<file path="src/rtl/bpfm_pkg.sv">
`default_nettype none
package bpfm_pkg;

   localparam int FRAMES     = 16;
   localparam int FRAME_BITS = 4;
   localparam int DEPTH_BITS = 5;
   localparam int PIN_BITS   = 8;
   localparam int PAGE_BITS  = 32;

   localparam logic [PIN_BITS-1:0] PIN_MAX = {PIN_BITS{1'b1}};

   localparam logic [2:0] FN_FETCH     = 3'd0;
   localparam logic [2:0] FN_UNPIN     = 3'd1;
   localparam logic [2:0] FN_NEW       = 3'd2;
   localparam logic [2:0] FN_DELETE    = 3'd3;
   localparam logic [2:0] FN_FLUSH     = 3'd4;
   localparam logic [2:0] FN_FLUSH_ALL = 3'd5;

   localparam logic [2:0] ST_OK        = 3'd0;
   localparam logic [2:0] ST_NOT_RES   = 3'd1;
   localparam logic [2:0] ST_NO_FRAME  = 3'd2;
   localparam logic [2:0] ST_UNPINNED  = 3'd3;
   localparam logic [2:0] ST_PINNED    = 3'd4;

   // frame cell operations
   localparam logic [2:0] FC_NONE  = 3'd0;
   localparam logic [2:0] FC_LOAD  = 3'd1;
   localparam logic [2:0] FC_INC   = 3'd2;
   localparam logic [2:0] FC_DEC   = 3'd3;
   localparam logic [2:0] FC_FREE  = 3'd4;
   localparam logic [2:0] FC_CLEAN = 3'd5;

   // lru cell operations
   localparam logic [1:0] LR_NONE   = 2'd0;
   localparam logic [1:0] LR_REMOVE = 2'd1;
   localparam logic [1:0] LR_APPEND = 2'd2;

   typedef struct packed {
      logic [2:0]           func;
      logic [PAGE_BITS-1:0] page_number;
      logic                 mark_dirty;
      logic [PAGE_BITS-1:0] allocated_page;
   } req_type;

   typedef struct packed {
      logic [2:0]            status;
      logic [FRAME_BITS-1:0] frame_index;
      logic                  read_request;
      logic                  write_request;
      logic [PAGE_BITS-1:0]  write_page;
      logic                  dealloc_request;
      logic [DEPTH_BITS-1:0] free_frames;
      logic                  last;
   } rsp_type;

   typedef struct packed {
      logic [2:0]           op;
      logic [PAGE_BITS-1:0] page;
      logic                 dirty;
   } frame_cmd_type;

   typedef struct packed {
      logic                 valid;
      logic                 dirty;
      logic [PIN_BITS-1:0]  pin;
      logic [PAGE_BITS-1:0] page;
   } frame_stat_type;

   typedef struct packed {
      logic [1:0]            op;
      logic [FRAME_BITS-1:0] frame;
      logic [DEPTH_BITS-1:0] depth;
   } lru_cmd_type;

endpackage
`default_nettype wire

</file>
<file path="src/rtl/bpfm_frame_cell.sv">
`default_nettype none
module bpfm_frame_cell (
   input  wire logic                     clock,
   input  wire logic                     reset,
   input  wire bpfm_pkg::frame_cmd_type  cmd,
   input  wire logic [bpfm_pkg::PAGE_BITS-1:0] look_page,
   input  wire logic                     hit_in,
   output logic                          hit_out,
   output logic                          first,
   output bpfm_pkg::frame_stat_type      stat
);
   logic                               valid_ff, valid_in;
   logic                               dirty_ff, dirty_in;
   logic [bpfm_pkg::PIN_BITS-1:0]      pin_ff, pin_in;
   logic [bpfm_pkg::PAGE_BITS-1:0]     page_ff, page_in;
   logic                               hit;

   assign hit     = valid_ff && (page_ff == look_page);
   assign first   = hit && !hit_in;
   assign hit_out = hit || hit_in;
   assign stat    = '{valid: valid_ff, dirty: dirty_ff, pin: pin_ff, page: page_ff};

   always_comb begin
      valid_in = valid_ff;
      dirty_in = dirty_ff;
      pin_in   = pin_ff;
      page_in  = page_ff;
      unique case (cmd.op)
         bpfm_pkg::FC_LOAD: begin
            valid_in = 1'b1;
            dirty_in = cmd.dirty;
            pin_in   = bpfm_pkg::PIN_BITS'(1);
            page_in  = cmd.page;
         end
         bpfm_pkg::FC_INC: begin
            if (pin_ff != bpfm_pkg::PIN_MAX) pin_in = pin_ff + 1'b1;
         end
         bpfm_pkg::FC_DEC: begin
            pin_in = pin_ff - 1'b1;
            if (cmd.dirty) dirty_in = 1'b1;
         end
         bpfm_pkg::FC_FREE: begin
            valid_in = 1'b0;
            dirty_in = 1'b0;
            pin_in   = '0;
         end
         bpfm_pkg::FC_CLEAN: dirty_in = 1'b0;
         default: ;
      endcase
   end

   always_ff @(posedge clock) begin
      page_ff <= page_in;
      if (reset) begin
         valid_ff <= 1'b0;
         dirty_ff <= 1'b0;
         pin_ff   <= '0;
      end else begin
         valid_ff <= valid_in;
         dirty_ff <= dirty_in;
         pin_ff   <= pin_in;
      end
   end
endmodule
`default_nettype wire

</file>
<file path="src/rtl/bpfm_lru_cell.sv">
`default_nettype none
module bpfm_lru_cell (
   input  wire logic                              clock,
   input  wire logic [bpfm_pkg::FRAME_BITS-1:0]   position,
   input  wire bpfm_pkg::lru_cmd_type             cmd,
   input  wire logic                              present,
   input  wire logic [bpfm_pkg::FRAME_BITS-1:0]   next_val,
   input  wire logic                              seen_in,
   output logic                                   seen_out,
   output logic [bpfm_pkg::FRAME_BITS-1:0]        val
);
   logic [bpfm_pkg::FRAME_BITS-1:0] val_ff, val_in;
   logic [bpfm_pkg::DEPTH_BITS-1:0] pos_w;
   logic                            occupied;

   assign pos_w    = {1'b0, position};
   assign occupied = pos_w < cmd.depth;
   assign seen_out = seen_in || (occupied && (val_ff == cmd.frame));
   assign val      = val_ff;

   always_comb begin
      val_in = val_ff;
      unique case (cmd.op)
         // entries from the match onward move one toward the oldest end
         bpfm_pkg::LR_REMOVE: if (seen_out && (pos_w + 1'b1 < cmd.depth)) val_in = next_val;
         bpfm_pkg::LR_APPEND: if (pos_w == cmd.depth && !present) val_in = cmd.frame;
         default: ;
      endcase
   end

   always_ff @(posedge clock) begin
      val_ff <= val_in;
   end
endmodule
`default_nettype wire

</file>
<file path="src/rtl/buffer_pool_frame_manager_unit.sv">
`default_nettype none
// buffer pool frame manager
// req channel: one word per request (fetch, unpin, new, delete, flush, flush all),
// taken when req_valid is high and req_stall is low. req_stall stays high
// while a request is in work, so requests are handled one at a time.
// rsp channel: one word per result, held in an output register until taken
// (rsp_valid high, rsp_stall low). last marks the final word of a request.
// a request passes from acceptance to its result word through a lookup over the
// frame cells, a state update and the result, which waits while the receiver
// stalls; the next request is taken in the cycle after the result is loaded.
// flush all scans the frame cells one per cycle up to the last dirty frame,
// holding on a dirty frame while the receiver stalls, and emits one word per
// dirty frame, or a single word when no frame is dirty.
// the lru order lives in a row of cells that shift toward the oldest end on
// removal; the free stack is filled with frames popped 0 first.
// reset (synchronous, active high) empties all frames, fills the free stack
// and empties the lru order; no clearing pass is needed.
module buffer_pool_frame_manager_unit (
   input  wire logic              clock,
   input  wire logic              reset,
   input  wire logic              req_valid,
   output logic                   req_stall,
   input  wire bpfm_pkg::req_type req_data,
   output logic                   rsp_valid,
   input  wire logic              rsp_stall,
   output bpfm_pkg::rsp_type      rsp_data
);
   localparam int FR = bpfm_pkg::FRAMES;
   localparam int FB = bpfm_pkg::FRAME_BITS;
   localparam int DB = bpfm_pkg::DEPTH_BITS;

   localparam logic [2:0] S_IDLE  = 3'd0;
   localparam logic [2:0] S_LOOK  = 3'd1;
   localparam logic [2:0] S_EXEC  = 3'd2;
   localparam logic [2:0] S_EMIT  = 3'd3;
   localparam logic [2:0] S_FLUSH = 3'd4;

   logic [2:0]             state_ff, state_in;
   bpfm_pkg::req_type      req_ff;
   logic                   hit_ff;
   logic [FB-1:0]          hit_idx_ff, hit_idx;
   logic [FB-1:0]          scan_ff, scan_in;
   bpfm_pkg::rsp_type      pend_ff, pend_in;
   logic                   rsp_valid_ff;
   bpfm_pkg::rsp_type      rsp_ff, rsp_in;
   logic                   rsp_load;
   logic [FB-1:0]          stack_ff [FR];
   logic [DB-1:0]          free_depth_ff, lru_depth_ff;

   bpfm_pkg::frame_cmd_type  fcmd [FR];
   bpfm_pkg::frame_stat_type fstat [FR];
   logic [FR:0]              fhit_chain;
   logic [FR-1:0]            ffirst;
   logic [FR-1:0]            dirty_mask;
   logic [FR-1:0]            later;
   logic [bpfm_pkg::PAGE_BITS-1:0] look_page;

   bpfm_pkg::lru_cmd_type    lcmd;
   logic [FR:0]              lseen;
   logic [FB-1:0]            lval [FR];
   logic [FB-1:0]            lnext [FR];
   logic                     present;

   logic                     out_free;
   logic                     pop, push;
   logic [FB-1:0]            push_frame;
   logic [DB-1:0]            fd_m1;
   logic [2:0]               sel_op;
   logic [FB-1:0]            sel_frame;
   logic                     sel_dirty;
   logic [bpfm_pkg::PAGE_BITS-1:0] sel_page;
   logic                     take_ok;
   logic [FB-1:0]            take_f;
   logic                     take_wr;
   logic [bpfm_pkg::PAGE_BITS-1:0] take_wpage;
   bpfm_pkg::frame_stat_type hs, vs;

   assign req_stall = (state_ff != S_IDLE);
   assign rsp_valid = rsp_valid_ff;
   assign rsp_data  = rsp_ff;
   assign out_free  = !rsp_valid_ff || !rsp_stall;
   assign look_page = req_ff.page_number;
   assign fd_m1     = free_depth_ff - 1'b1;

   assign fhit_chain[0] = 1'b0;
   assign lseen[0]      = 1'b0;
   assign present       = lseen[FR];

   for (genvar k = 0; k < FR; k++) begin : g_cells
      bpfm_frame_cell u_frame (
         .clock     (clock),
         .reset     (reset),
         .cmd       (fcmd[k]),
         .look_page (look_page),
         .hit_in    (fhit_chain[k]),
         .hit_out   (fhit_chain[k+1]),
         .first     (ffirst[k]),
         .stat      (fstat[k])
      );
      assign dirty_mask[k] = fstat[k].valid && fstat[k].dirty;
      assign later[k]      = dirty_mask[k] && (FB'(k) > scan_ff);
      if (k + 1 < FR) begin : g_nx
         assign lnext[k] = lval[k+1];
      end else begin : g_last
         assign lnext[k] = lval[k];
      end
      bpfm_lru_cell u_lru (
         .clock    (clock),
         .position (FB'(k)),
         .cmd      (lcmd),
         .present  (present),
         .next_val (lnext[k]),
         .seen_in  (lseen[k]),
         .seen_out (lseen[k+1]),
         .val      (lval[k])
      );
   end

   always_comb begin
      hit_idx = '0;
      for (int k = 0; k < FR; k++) begin
         if (ffirst[k]) hit_idx = FB'(k);
      end
   end

   assign hs = fstat[hit_idx_ff];
   assign vs = fstat[lval[0]];

   // frame for a miss or a new page: free stack first, else the oldest unpinned
   always_comb begin
      take_ok    = 1'b0;
      take_f     = '0;
      take_wr    = 1'b0;
      take_wpage = '0;
      if (free_depth_ff != '0) begin
         take_ok = 1'b1;
         take_f  = stack_ff[fd_m1[FB-1:0]];
      end else if (lru_depth_ff != '0) begin
         take_ok = 1'b1;
         take_f  = lval[0];
         take_wr = vs.valid && vs.dirty;
         if (take_wr) take_wpage = vs.page;
      end
   end

   always_comb begin
      state_in   = state_ff;
      scan_in    = scan_ff;
      pend_in    = pend_ff;
      rsp_in     = rsp_ff;
      rsp_load   = 1'b0;
      pop        = 1'b0;
      push       = 1'b0;
      push_frame = hit_idx_ff;
      sel_op     = bpfm_pkg::FC_NONE;
      sel_frame  = hit_idx_ff;
      sel_dirty  = 1'b0;
      sel_page   = req_ff.page_number;
      lcmd       = '{op: bpfm_pkg::LR_NONE, frame: hit_idx_ff, depth: lru_depth_ff};

      unique case (state_ff)
         S_IDLE: if (req_valid) state_in = S_LOOK;
         S_LOOK: state_in = S_EXEC;
         S_EXEC: begin
            pend_in  = '0;
            pend_in.last = 1'b1;
            state_in = S_EMIT;
            unique case (req_ff.func)
               bpfm_pkg::FN_FETCH, bpfm_pkg::FN_NEW: begin
                  if (req_ff.func == bpfm_pkg::FN_FETCH && hit_ff) begin
                     sel_op  = bpfm_pkg::FC_INC;
                     lcmd.op = bpfm_pkg::LR_REMOVE;
                     pend_in.frame_index = hit_idx_ff;
                  end else if (!take_ok) begin
                     pend_in.status = bpfm_pkg::ST_NO_FRAME;
                  end else begin
                     if (free_depth_ff != '0) begin
                        pop = 1'b1;
                     end else begin
                        lcmd.op    = bpfm_pkg::LR_REMOVE;
                        lcmd.frame = take_f;
                     end
                     sel_op    = bpfm_pkg::FC_LOAD;
                     sel_frame = take_f;
                     if (req_ff.func == bpfm_pkg::FN_NEW) begin
                        sel_dirty = 1'b1;
                        sel_page  = req_ff.allocated_page;
                     end else begin
                        pend_in.read_request = 1'b1;
                     end
                     pend_in.frame_index   = take_f;
                     pend_in.write_request = take_wr;
                     pend_in.write_page    = take_wpage;
                  end
               end
               bpfm_pkg::FN_UNPIN: begin
                  if (!hit_ff) begin
                     pend_in.status = bpfm_pkg::ST_NOT_RES;
                  end else if (hs.pin == '0) begin
                     pend_in.status      = bpfm_pkg::ST_UNPINNED;
                     pend_in.frame_index = hit_idx_ff;
                  end else begin
                     sel_op    = bpfm_pkg::FC_DEC;
                     sel_dirty = req_ff.mark_dirty;
                     if (hs.pin == bpfm_pkg::PIN_BITS'(1)) lcmd.op = bpfm_pkg::LR_APPEND;
                     pend_in.frame_index = hit_idx_ff;
                  end
               end
               bpfm_pkg::FN_DELETE: begin
                  if (!hit_ff) begin
                     pend_in.dealloc_request = 1'b1;
                  end else if (hs.pin != '0) begin
                     pend_in.status      = bpfm_pkg::ST_PINNED;
                     pend_in.frame_index = hit_idx_ff;
                  end else begin
                     sel_op  = bpfm_pkg::FC_FREE;
                     lcmd.op = bpfm_pkg::LR_REMOVE;
                     push    = 1'b1;
                     pend_in.frame_index     = hit_idx_ff;
                     pend_in.dealloc_request = 1'b1;
                  end
               end
               bpfm_pkg::FN_FLUSH: begin
                  if (!hit_ff) begin
                     pend_in.status = bpfm_pkg::ST_NOT_RES;
                  end else begin
                     sel_op = bpfm_pkg::FC_CLEAN;
                     pend_in.frame_index   = hit_idx_ff;
                     pend_in.write_request = hs.dirty;
                     if (hs.dirty) pend_in.write_page = req_ff.page_number;
                  end
               end
               bpfm_pkg::FN_FLUSH_ALL: begin
                  scan_in = '0;
                  if (dirty_mask != '0) state_in = S_FLUSH;
               end
               default: state_in = S_IDLE;
            endcase
         end
         S_EMIT: begin
            if (out_free) begin
               rsp_load = 1'b1;
               rsp_in   = pend_ff;
               rsp_in.free_frames = free_depth_ff + lru_depth_ff;
               state_in = S_IDLE;
            end
         end
         S_FLUSH: begin
            if (!dirty_mask[scan_ff]) begin
               scan_in = scan_ff + 1'b1;
            end else if (out_free) begin
               sel_op    = bpfm_pkg::FC_CLEAN;
               sel_frame = scan_ff;
               rsp_load  = 1'b1;
               rsp_in    = '0;
               rsp_in.frame_index   = scan_ff;
               rsp_in.write_request = 1'b1;
               rsp_in.write_page    = fstat[scan_ff].page;
               rsp_in.free_frames   = free_depth_ff + lru_depth_ff;
               rsp_in.last          = (later == '0);
               if (later == '0) state_in = S_IDLE;
               else scan_in = scan_ff + 1'b1;
            end
         end
         default: state_in = S_IDLE;
      endcase

      for (int k = 0; k < FR; k++) begin
         fcmd[k] = '{op: bpfm_pkg::FC_NONE, page: sel_page, dirty: sel_dirty};
         if (FB'(k) == sel_frame) fcmd[k].op = sel_op;
      end
   end

   always_ff @(posedge clock) begin
      if (state_ff == S_IDLE && req_valid) req_ff <= req_data;
      if (state_ff == S_LOOK) begin
         hit_ff     <= fhit_chain[FR];
         hit_idx_ff <= hit_idx;
      end
      scan_ff <= scan_in;
      pend_ff <= pend_in;
      if (rsp_load) rsp_ff <= rsp_in;
      if (reset) begin
         state_ff      <= S_IDLE;
         rsp_valid_ff  <= 1'b0;
         free_depth_ff <= DB'(FR);
         lru_depth_ff  <= '0;
         for (int k = 0; k < FR; k++) stack_ff[k] <= FB'(FR - 1 - k);
      end else begin
         state_ff <= state_in;
         if (rsp_load) rsp_valid_ff <= 1'b1;
         else if (!rsp_stall) rsp_valid_ff <= 1'b0;
         if (pop) begin
            free_depth_ff <= fd_m1;
         end else if (push && free_depth_ff < DB'(FR)) begin
            free_depth_ff <= free_depth_ff + 1'b1;
            stack_ff[free_depth_ff[FB-1:0]] <= push_frame;
         end
         if (lcmd.op == bpfm_pkg::LR_REMOVE && present) begin
            lru_depth_ff <= lru_depth_ff - 1'b1;
         end else if (lcmd.op == bpfm_pkg::LR_APPEND && !present && lru_depth_ff < DB'(FR)) begin
            lru_depth_ff <= lru_depth_ff + 1'b1;
         end
      end
   end
endmodule
`default_nettype wire

</file>
<file path="config.mk">
export PLATFORM = sky130hd
export DESIGN_NAME = buffer_pool_frame_manager_unit
export DESIGN_NICKNAME = d
export VERILOG_FILES = /design/src/rtl/bpfm_pkg.sv /design/src/rtl/bpfm_frame_cell.sv /design/src/rtl/bpfm_lru_cell.sv /design/src/rtl/buffer_pool_frame_manager_unit.sv
export SDC_FILE = /design/constraint.sdc
export NUM_CORES = 2
export LEC_CHECK = 0
export BUFFER_PORTS_ARGS = -buffer_cell sky130_fd_sc_hd__buf_2
export CAP_MARGIN = 15
export CORE_MARGIN = 10
export CORE_UTILIZATION = 35
export CTS_CLUSTER_SIZE = 8
export DETAILED_ROUTE_END_ITERATION = 12
export GPL_TIMING_DRIVEN = 0
export MAX_ROUTING_LAYER = met4
export PLACE_DENSITY = 0.52
export SETUP_SLACK_MARGIN = 0.05
export SLEW_MARGIN = 40
export SYNTH_ARGS = -nofsm -noshare
export SYNTH_HDL_FRONTEND = slang
export SYNTH_SLANG_ARGS = --single-unit
</file>
<file path="constraint.sdc">
create_clock -name clock -period 8.45 [get_ports clock]
set_input_delay 0.845 -clock clock [delete_from_list [all_inputs] [get_ports clock]]
set_output_delay 0.845 -clock clock [all_outputs]
set_load 0.01 [all_outputs]
</file>
## Yosys cells after proc, flatten, opt, wreduce, memory -nomap -nowiden

Memory sizes are Yosys's and may differ from the RTL's.
Index checks and enable logic that the tools add are counted.

| operators by class | value |
|---|---|
| add/sub/neg operators | 38 |
| div/mod/pow operators | 0 |
| mux-type cells | 262 |
| multipliers | 0 |
| reductions and logical operators | 304 |
| bitwise logic cells | 5 |
| shift-type cells | 0 |
| $lt $le $gt $ge | 38 |
| eq/ne operators | 241 |

Operator list:

| kind | count |
|---|---|
| $eq A32 B32 Y1 | 16 |
| $pmux W8 S4 | 16 |
| $bmux W42 S4 | 3 |
| $mux W32 | 11 |
| $mux W4 | 53 |
| $mux W48 | 3 |
| $pmux W4 S2 | 17 |
| $add A8 B1 Y8 const B | 16 |
| $mux W8 | 16 |
| $ne A8 B8 Y1 const B | 16 |
| $sub A8 B1 Y8 const B | 16 |
| $logic_and A1 B1 Y1 | 117 |
| $eq A3 B2 Y1 const B | 36 |
| $eq A3 B3 Y1 const B | 35 |
| $mux W3 | 32 |
| $pmux W48 S2 | 1 |
| $ne A2 B1 Y1 const B | 47 |
| $mux W42 | 2 |
| $mux W41 | 2 |
| $mux W33 | 2 |
| $pmux W33 S2 | 1 |
| $reduce_and A2 Y1 | 33 |
| $eq A4 B4 Y1 | 16 |
| $reduce_bool A4 Y1 | 16 |
| 65 further kinds | 365 |

| word-level totals | value |
|---|---|
| output and inout port bits | 50 |
| register bits after elaboration | 917 |
| memory bits (writable) | 64 |
| bits of input ports | 72 |
| latch bits | 0 |
| bits in read-only memories | 0 |
| memories kept | 1 |

Memories:

| name | words | bits a word | rd ports | clocked after Yosys merged registers in | write ports | line | RTL |
|---|---|---|---|---|---|---|---|
| stack_ff | 16 | 4 | 1 | 0 | 16 | buffer_pool_frame_manager_unit.sv:47 | `logic [FB-1:0] stack_ff [FR];` |

## Depth between registers and ports, before layout

| logic depth | value |
|---|---|
| depth in word-level cells | 32 |
| mapped depth | 26 |
| mapped depth without buffers | 21 |

## Hierarchy

From an unflattened synthesis, not the netlist that was laid out.

| second synthesis, totals | value |
|---|---|
| cells, all modules | 5265 |
| area, all modules | 62861.5 um2 |

By module, submodules not included:

| module | area an instance (um2) | instances | cells each |
|---|---|---|---|
| bpfm_frame_cell | 2140.8 | 16 | 179 |
| buffer_pool_frame_manager_unit | 20641.0 | 1 | 1633 |
| bpfm_lru_cell | 498.0 | 16 | 48 |

## Least setup slack after synthesis

Ideal clock, no wire load.

| timing | value |
|---|---|
| kind | reg-to-reg |
| from | reg free_depth_ff[0] |
| to | reg g_cells[11].u_frame.page_ff[0] (netlist bit), enable pin |
| library setup time | 463 ps |
| data required time | 7987 ps |
| cell stages (with the launch flop) | 14 |
| slack | 2160 ps |
| path buffers | 5 |
| arrival time | 5827 ps |
| clock period less this slack | 6290 ps |
| path through | dfxtp_1 > buf_2 > buf_2 > clkinv_1 > ha_1 > buf_2 > buf_2 > mux4_2 > mux4_2 > nand2_1 > o2111ai_1 > or2_2 > clkbuf_1 > nor3_1 |

| on the way | value |
|---|---|
| longest elaborated chain between the ends | 10 |
| elaborated cells between the ends (all ways) | 16 |
| classes of those cells | add/sub: 1; eq/ne: 2; mux: 11; reduce/logical: 1; memory: 1 |

RTL lines:

| item | line | RTL |
|---|---|---|
| start: declaration | buffer_pool_frame_manager_unit.sv:48 | `logic [DB-1:0] free_depth_ff, lru_depth_ff;` |
| start signal: assignment | buffer_pool_frame_manager_unit.sv:286 | `free_depth_ff <= DB'(FR);` |
| start signal: assignment | buffer_pool_frame_manager_unit.sv:294 | `free_depth_ff <= fd_m1;` |
| start signal: assignment | buffer_pool_frame_manager_unit.sv:296 | `free_depth_ff <= free_depth_ff + 1'b1;` |
| $sub A5 B1 Y5 | buffer_pool_frame_manager_unit.sv:83 | `assign fd_m1 = free_depth_ff - 1'b1;` |
| $mem_v2 Z16 W4 | - |  |
| $mux W4 | buffer_pool_frame_manager_unit.sv:135 | `if (free_depth_ff != '0) begin` |
| $mux W4 | buffer_pool_frame_manager_unit.sv:174 | `end else if (!take_ok) begin` |
| $mux W4 | buffer_pool_frame_manager_unit.sv:170 | `if (req_ff.func == bpfm_pkg::FN_FETCH && hit_ff) begin` |
| $mux W4 | buffer_pool_frame_manager_unit.sv:168 | `unique case (req_ff.func)` |
| $pmux W4 S2 | buffer_pool_frame_manager_unit.sv:161 | `unique case (state_ff)` |
| $eq A4 B4 Y1 | buffer_pool_frame_manager_unit.sv:270 | `if (FB'(k) == sel_frame) fcmd[k].op = sel_op;` |
| $mux W3 (*) | buffer_pool_frame_manager_unit.sv:270 |  |
| $eq A3 B1 Y1 (*) | bpfm_frame_cell.sv:28 | `unique case (cmd.op)` |
| end signal: assignment | bpfm_frame_cell.sv:53 | `page_ff <= page_in;` |
| end: declaration | bpfm_frame_cell.sv:15 | `logic [bpfm_pkg::PAGE_BITS-1:0] page_ff, page_in;` |

Every way passes the cells marked *; elsewhere a longest branch is shown, timed or not.
A chain may end at the register's enable or synchronous reset.

## Worst setup path after layout

| timing | value |
|---|---|
| from | reg free_depth_ff[0] |
| to | reg g_cells[8].u_frame.pin_ff[7] (netlist bit) |

| on the way | value |
|---|---|
| longest elaborated chain between the ends | 12 |
| elaborated cells between the ends (all ways) | 23 |
| classes of those cells | add/sub: 1; eq/ne: 6; mux: 12; reduce/logical: 3; memory: 1 |

RTL lines:

| item | line | RTL |
|---|---|---|
| $sub A5 B1 Y5 | buffer_pool_frame_manager_unit.sv:83 |  |
| $mem_v2 Z16 W4 | - |  |
| $mux W4 | buffer_pool_frame_manager_unit.sv:135 |  |
| $mux W4 | buffer_pool_frame_manager_unit.sv:174 |  |
| $mux W4 | buffer_pool_frame_manager_unit.sv:170 |  |
| $mux W4 | buffer_pool_frame_manager_unit.sv:168 |  |
| $pmux W4 S2 | buffer_pool_frame_manager_unit.sv:161 |  |
| $eq A4 B4 Y1 | buffer_pool_frame_manager_unit.sv:270 |  |
| $mux W3 (*) | buffer_pool_frame_manager_unit.sv:270 |  |
| $eq A3 B2 Y1 (tied with other cells) | bpfm_frame_cell.sv:28 |  |
| $ne A2 B1 Y1 (no line) / $reduce_bool A4 Y1 (equally long branches) | - |  |
| $reduce_and A2 Y1 (no line) | - |  |
| end signal: assignment | bpfm_frame_cell.sv:61 | `pin_ff <= pin_in;` |
| end: declaration | bpfm_frame_cell.sv:14 | `logic [bpfm_pkg::PIN_BITS-1:0] pin_ff, pin_in;` |

Marks and branches as above.

==> results.txt <==
status = finished clean
TritonCTS Buffers = 143
FF-to-FF Start = free_depth_ff[0]
core area = 161000 µm²
mux share of post-synthesis cell area = 0.152
post-synthesis sequential area ratio = 0.490
worst skew pair latency = 810 ps
number of synthesized flops with an enable pin = 807
Wirelength per Cell = 36.6 µm
# hold bufs at CTS = 0
IO Port Bufs = 121
unrepaired setup endpoints after global routing = false
Resized Gates After CTS = 0
Routability Congestion = 1.07
Startpoint Class = register
commonest non-fill, non-tap cells in the layout = 807 x edfxtp_1, 413 x xnor2_1, 324 x mux4_2, 252 x xor2_1, 243 x nand2_1
Yosys cell types = 109
Req. time, crit path = 9120 ps
post-synthesis xor/xnor area fraction = 0.106
chip height = 422 µm
Layout Skew = 42.7 ps
Ports = 122
maximum VDD drop = 0.215 mV
flops & latches, synth = 981
Tmin final = 8060 ps
Final Hold Vio Count = 0
initial antenna violation count = 14
Die X = 422 µm
Util after Layout = 0.408
critical path capture point type = register
most used cell along the critical path = buf_2
critical path cell sequence = buf_2, buf_2, clkinv_1, ha_1, buf_2, buf_2, mux4_2, mux4_2, nand2_1, o2111ai_1, or2_2, clkbuf_2, or2_2, clkbuf_1, nor2_1, ha_1, a21o_1, a21o_1, a21o_1, a21oi_1, o21bai_1, a21oi_1, xor2_1, a32o_1
Initial DRC Count = 5605
Avg Synthesized Cell Area = 12.5 µm²
slowest CP cell = mux4_2
Post-Syn Nets = 4720
DRC = 0
post-DP HPWL = 197 mm
leakage power = 22.4 nW
design area = 65500 µm²
largest family of logic cells by synthesized area = multiplexers
Sw Pwr = 3.01 mW
Post-Synthesis Cells = 4516
Avg Vias per Cell = 6.14
first-pass detailed-route iteration total = 6
Final #Nets = 5058
Post-Syn Area = 56600 µm²
initial core utilization = 0.352
Die Area = 178000 µm²
Clock Path Buffers = 3
worst-path maximum fanout = 10
Synth Area in Compound Gates = 0.0899
first-pass GRT wire length = 355 mm
Synth Flop Type = edfxtp_1
Logic pwr share = 0.081
fillers = 15200
Synth Area in Adders = 0.0314
setup violators final = 0
Slew Limit Fails = 0
most common cell after layout, fill and taps aside = edfxtp_1
root buffer cell = clkbuf_16
vias in the first global route = 42200
Area after DPL = 61400 µm²
WL final = 259 mm
Pwr Density = 179 nW/µm²
maximum number of pins on one net before global-route repair = 30
CTS H-tree depth = 4
Flop pwr share = 0.454
num rows = 147
Tcrit/Tclk final = 0.954
switching share of total power = 0.256
Fmax = 0.124 GHz
layout cells sized above 1 = 0.207
grt total ovfl = 0
Post-Synth Simple-Gate Area = 0.102
asr flop ratio synth = 0
Vias = 43500
crit path launch = free_depth_ff[0]
Setup Buffers After CTS = 0
CTS tree = built
synth-to-layout area growth = 15.7%
Internal Power = 8.74 mW
Clock Sinks = 981
normalized max-slew margin = 0.289
Worst-Margin Slew = 1060 ps
max-cap violations = 0
hold path startpoint = req_data[26]
number of routed nets with antenna violations = 0
Ys Warns = 0
crit path DAT = 8730 ps
reg-to-reg slack, setup = 390 ps
hold crit path type = primary input to register
clock power share = 0.465
Clock Pin Slew Worst Setup and Hold Paths = 50 ps
critical setup path kind = register to register
overall routing resource usage = 0.290
CP max stage delay = 560 ps
layer usage:
layer	up-vias	part of all wire	global-route usage
li1	18000	-	-
met1	22200	0.37	0.346
met2	2659	0.45	0.443
met3	669	0.090	0.0626
met4	0	0.083	0.189
met5	-	0	-
state kept, by name (all words and copies together), names as in the netlist, 5 cells and up:
register,flops
g_cells.u_lru.val,64
free_depth_ff,5
g_cells.u_frame.page_ff,512
pend_ff,42
rsp_data,48
lru_depth_ff,5
g_cells.u_frame.valid_ff,16
g_cells.u_frame.dirty_ff,16
stack_ff,64
req_ff,36
look_page,32
g_cells.u_frame.pin_ff,128
synth_stat cells, drive strengths merged, types with 133 or more instances:
cell,count,area (µm²)
mux4,324,7300
xnor2,426,3730
nor2,230,863
a21oi,169,861
xor2,255,2240
dfxtp,174,3480
nand2,244,918
nand4,139,870
edfxtp,807,24200
clkbuf,214,803
o21ai,145,726
nor3,133,701
stage by stage:
step / setup slack (ps) / hold slack, ps / cells / setup TNS (ps) / power [mW]
finish: 389 / 225 / 7077 / 0 / 11.8
global placement: -4690 / 463 / 6797 / -539790 / 6.33
global route: 62.8 / 197 / 7075 / 0 / 12.0
CTS: 116 / 178 / 7064 / 0 / 11.8
floorplan: 2160 / 453 / 4516 / 0 / 5.86
detailed placement: 141 / 475 / 6868 / 0 / 6.35
path summary, 6_finish.rpt:
kind	to	cells past startpoint
worst max-delay path	g_cells[8].u_frame.pin_ff[7]	24
worst min-delay path	req_ff[26]	1
worst max register to register	g_cells[8].u_frame.pin_ff[7]	24
worst min register to register	g_cells[5].u_frame.pin_ff[7]	2
cell families (layout without fill, tap and decap cells):
kind of cell / after synthesis / in the layout
AOI/OAI and AO/OA: 739 / 739
xor gates and xnor gates: 681 / 681
adders and majority gates: 132 / 132
buffers and inverters: 419 / 808
DFF: 981 / 981
muxes: 448 / 448
other: 0 / 12
and+or+nand+nor: 1116 / 1116
power by group through the flow:
stage	registers, mW	clock network [mW]	logic, mW
2_1_floorplan	5.42	0	0.444
3_3_place_gp	5.44	0	0.891
3_5_place_dp	5.44	0	0.916
4_1_cts	5.34	5.53	0.921
5_1_grt	5.34	5.73	0.957
6_report	5.34	5.46	0.950
layout make-up:
class                      count  area (µm²)  area share
clock inverter                15         193     0.00294
multi-input combinational   3116       27600       0.421
clock buffer                 181        3860      0.0589
buffer                       305        1370      0.0209
antenna                       12        30.0    0.000459
timing repair buffer         193        1600      0.0244
tap                         2160        2700      0.0413
inverter                     114         463     0.00707
sequential                   981       27700       0.423
critical path, delay by kind of cell (launching register included):
family	cells	cell delay (ps)
AOI/OAI and AO/OA	8	1770
xor gates and xnor gates	1	90
adders and majority gates	2	830
buffers and inverters	7	2350
DFF	1	390
muxes	2	950
and+or+nand+nor	4	1530
Power figures use the tool's default switching activity.
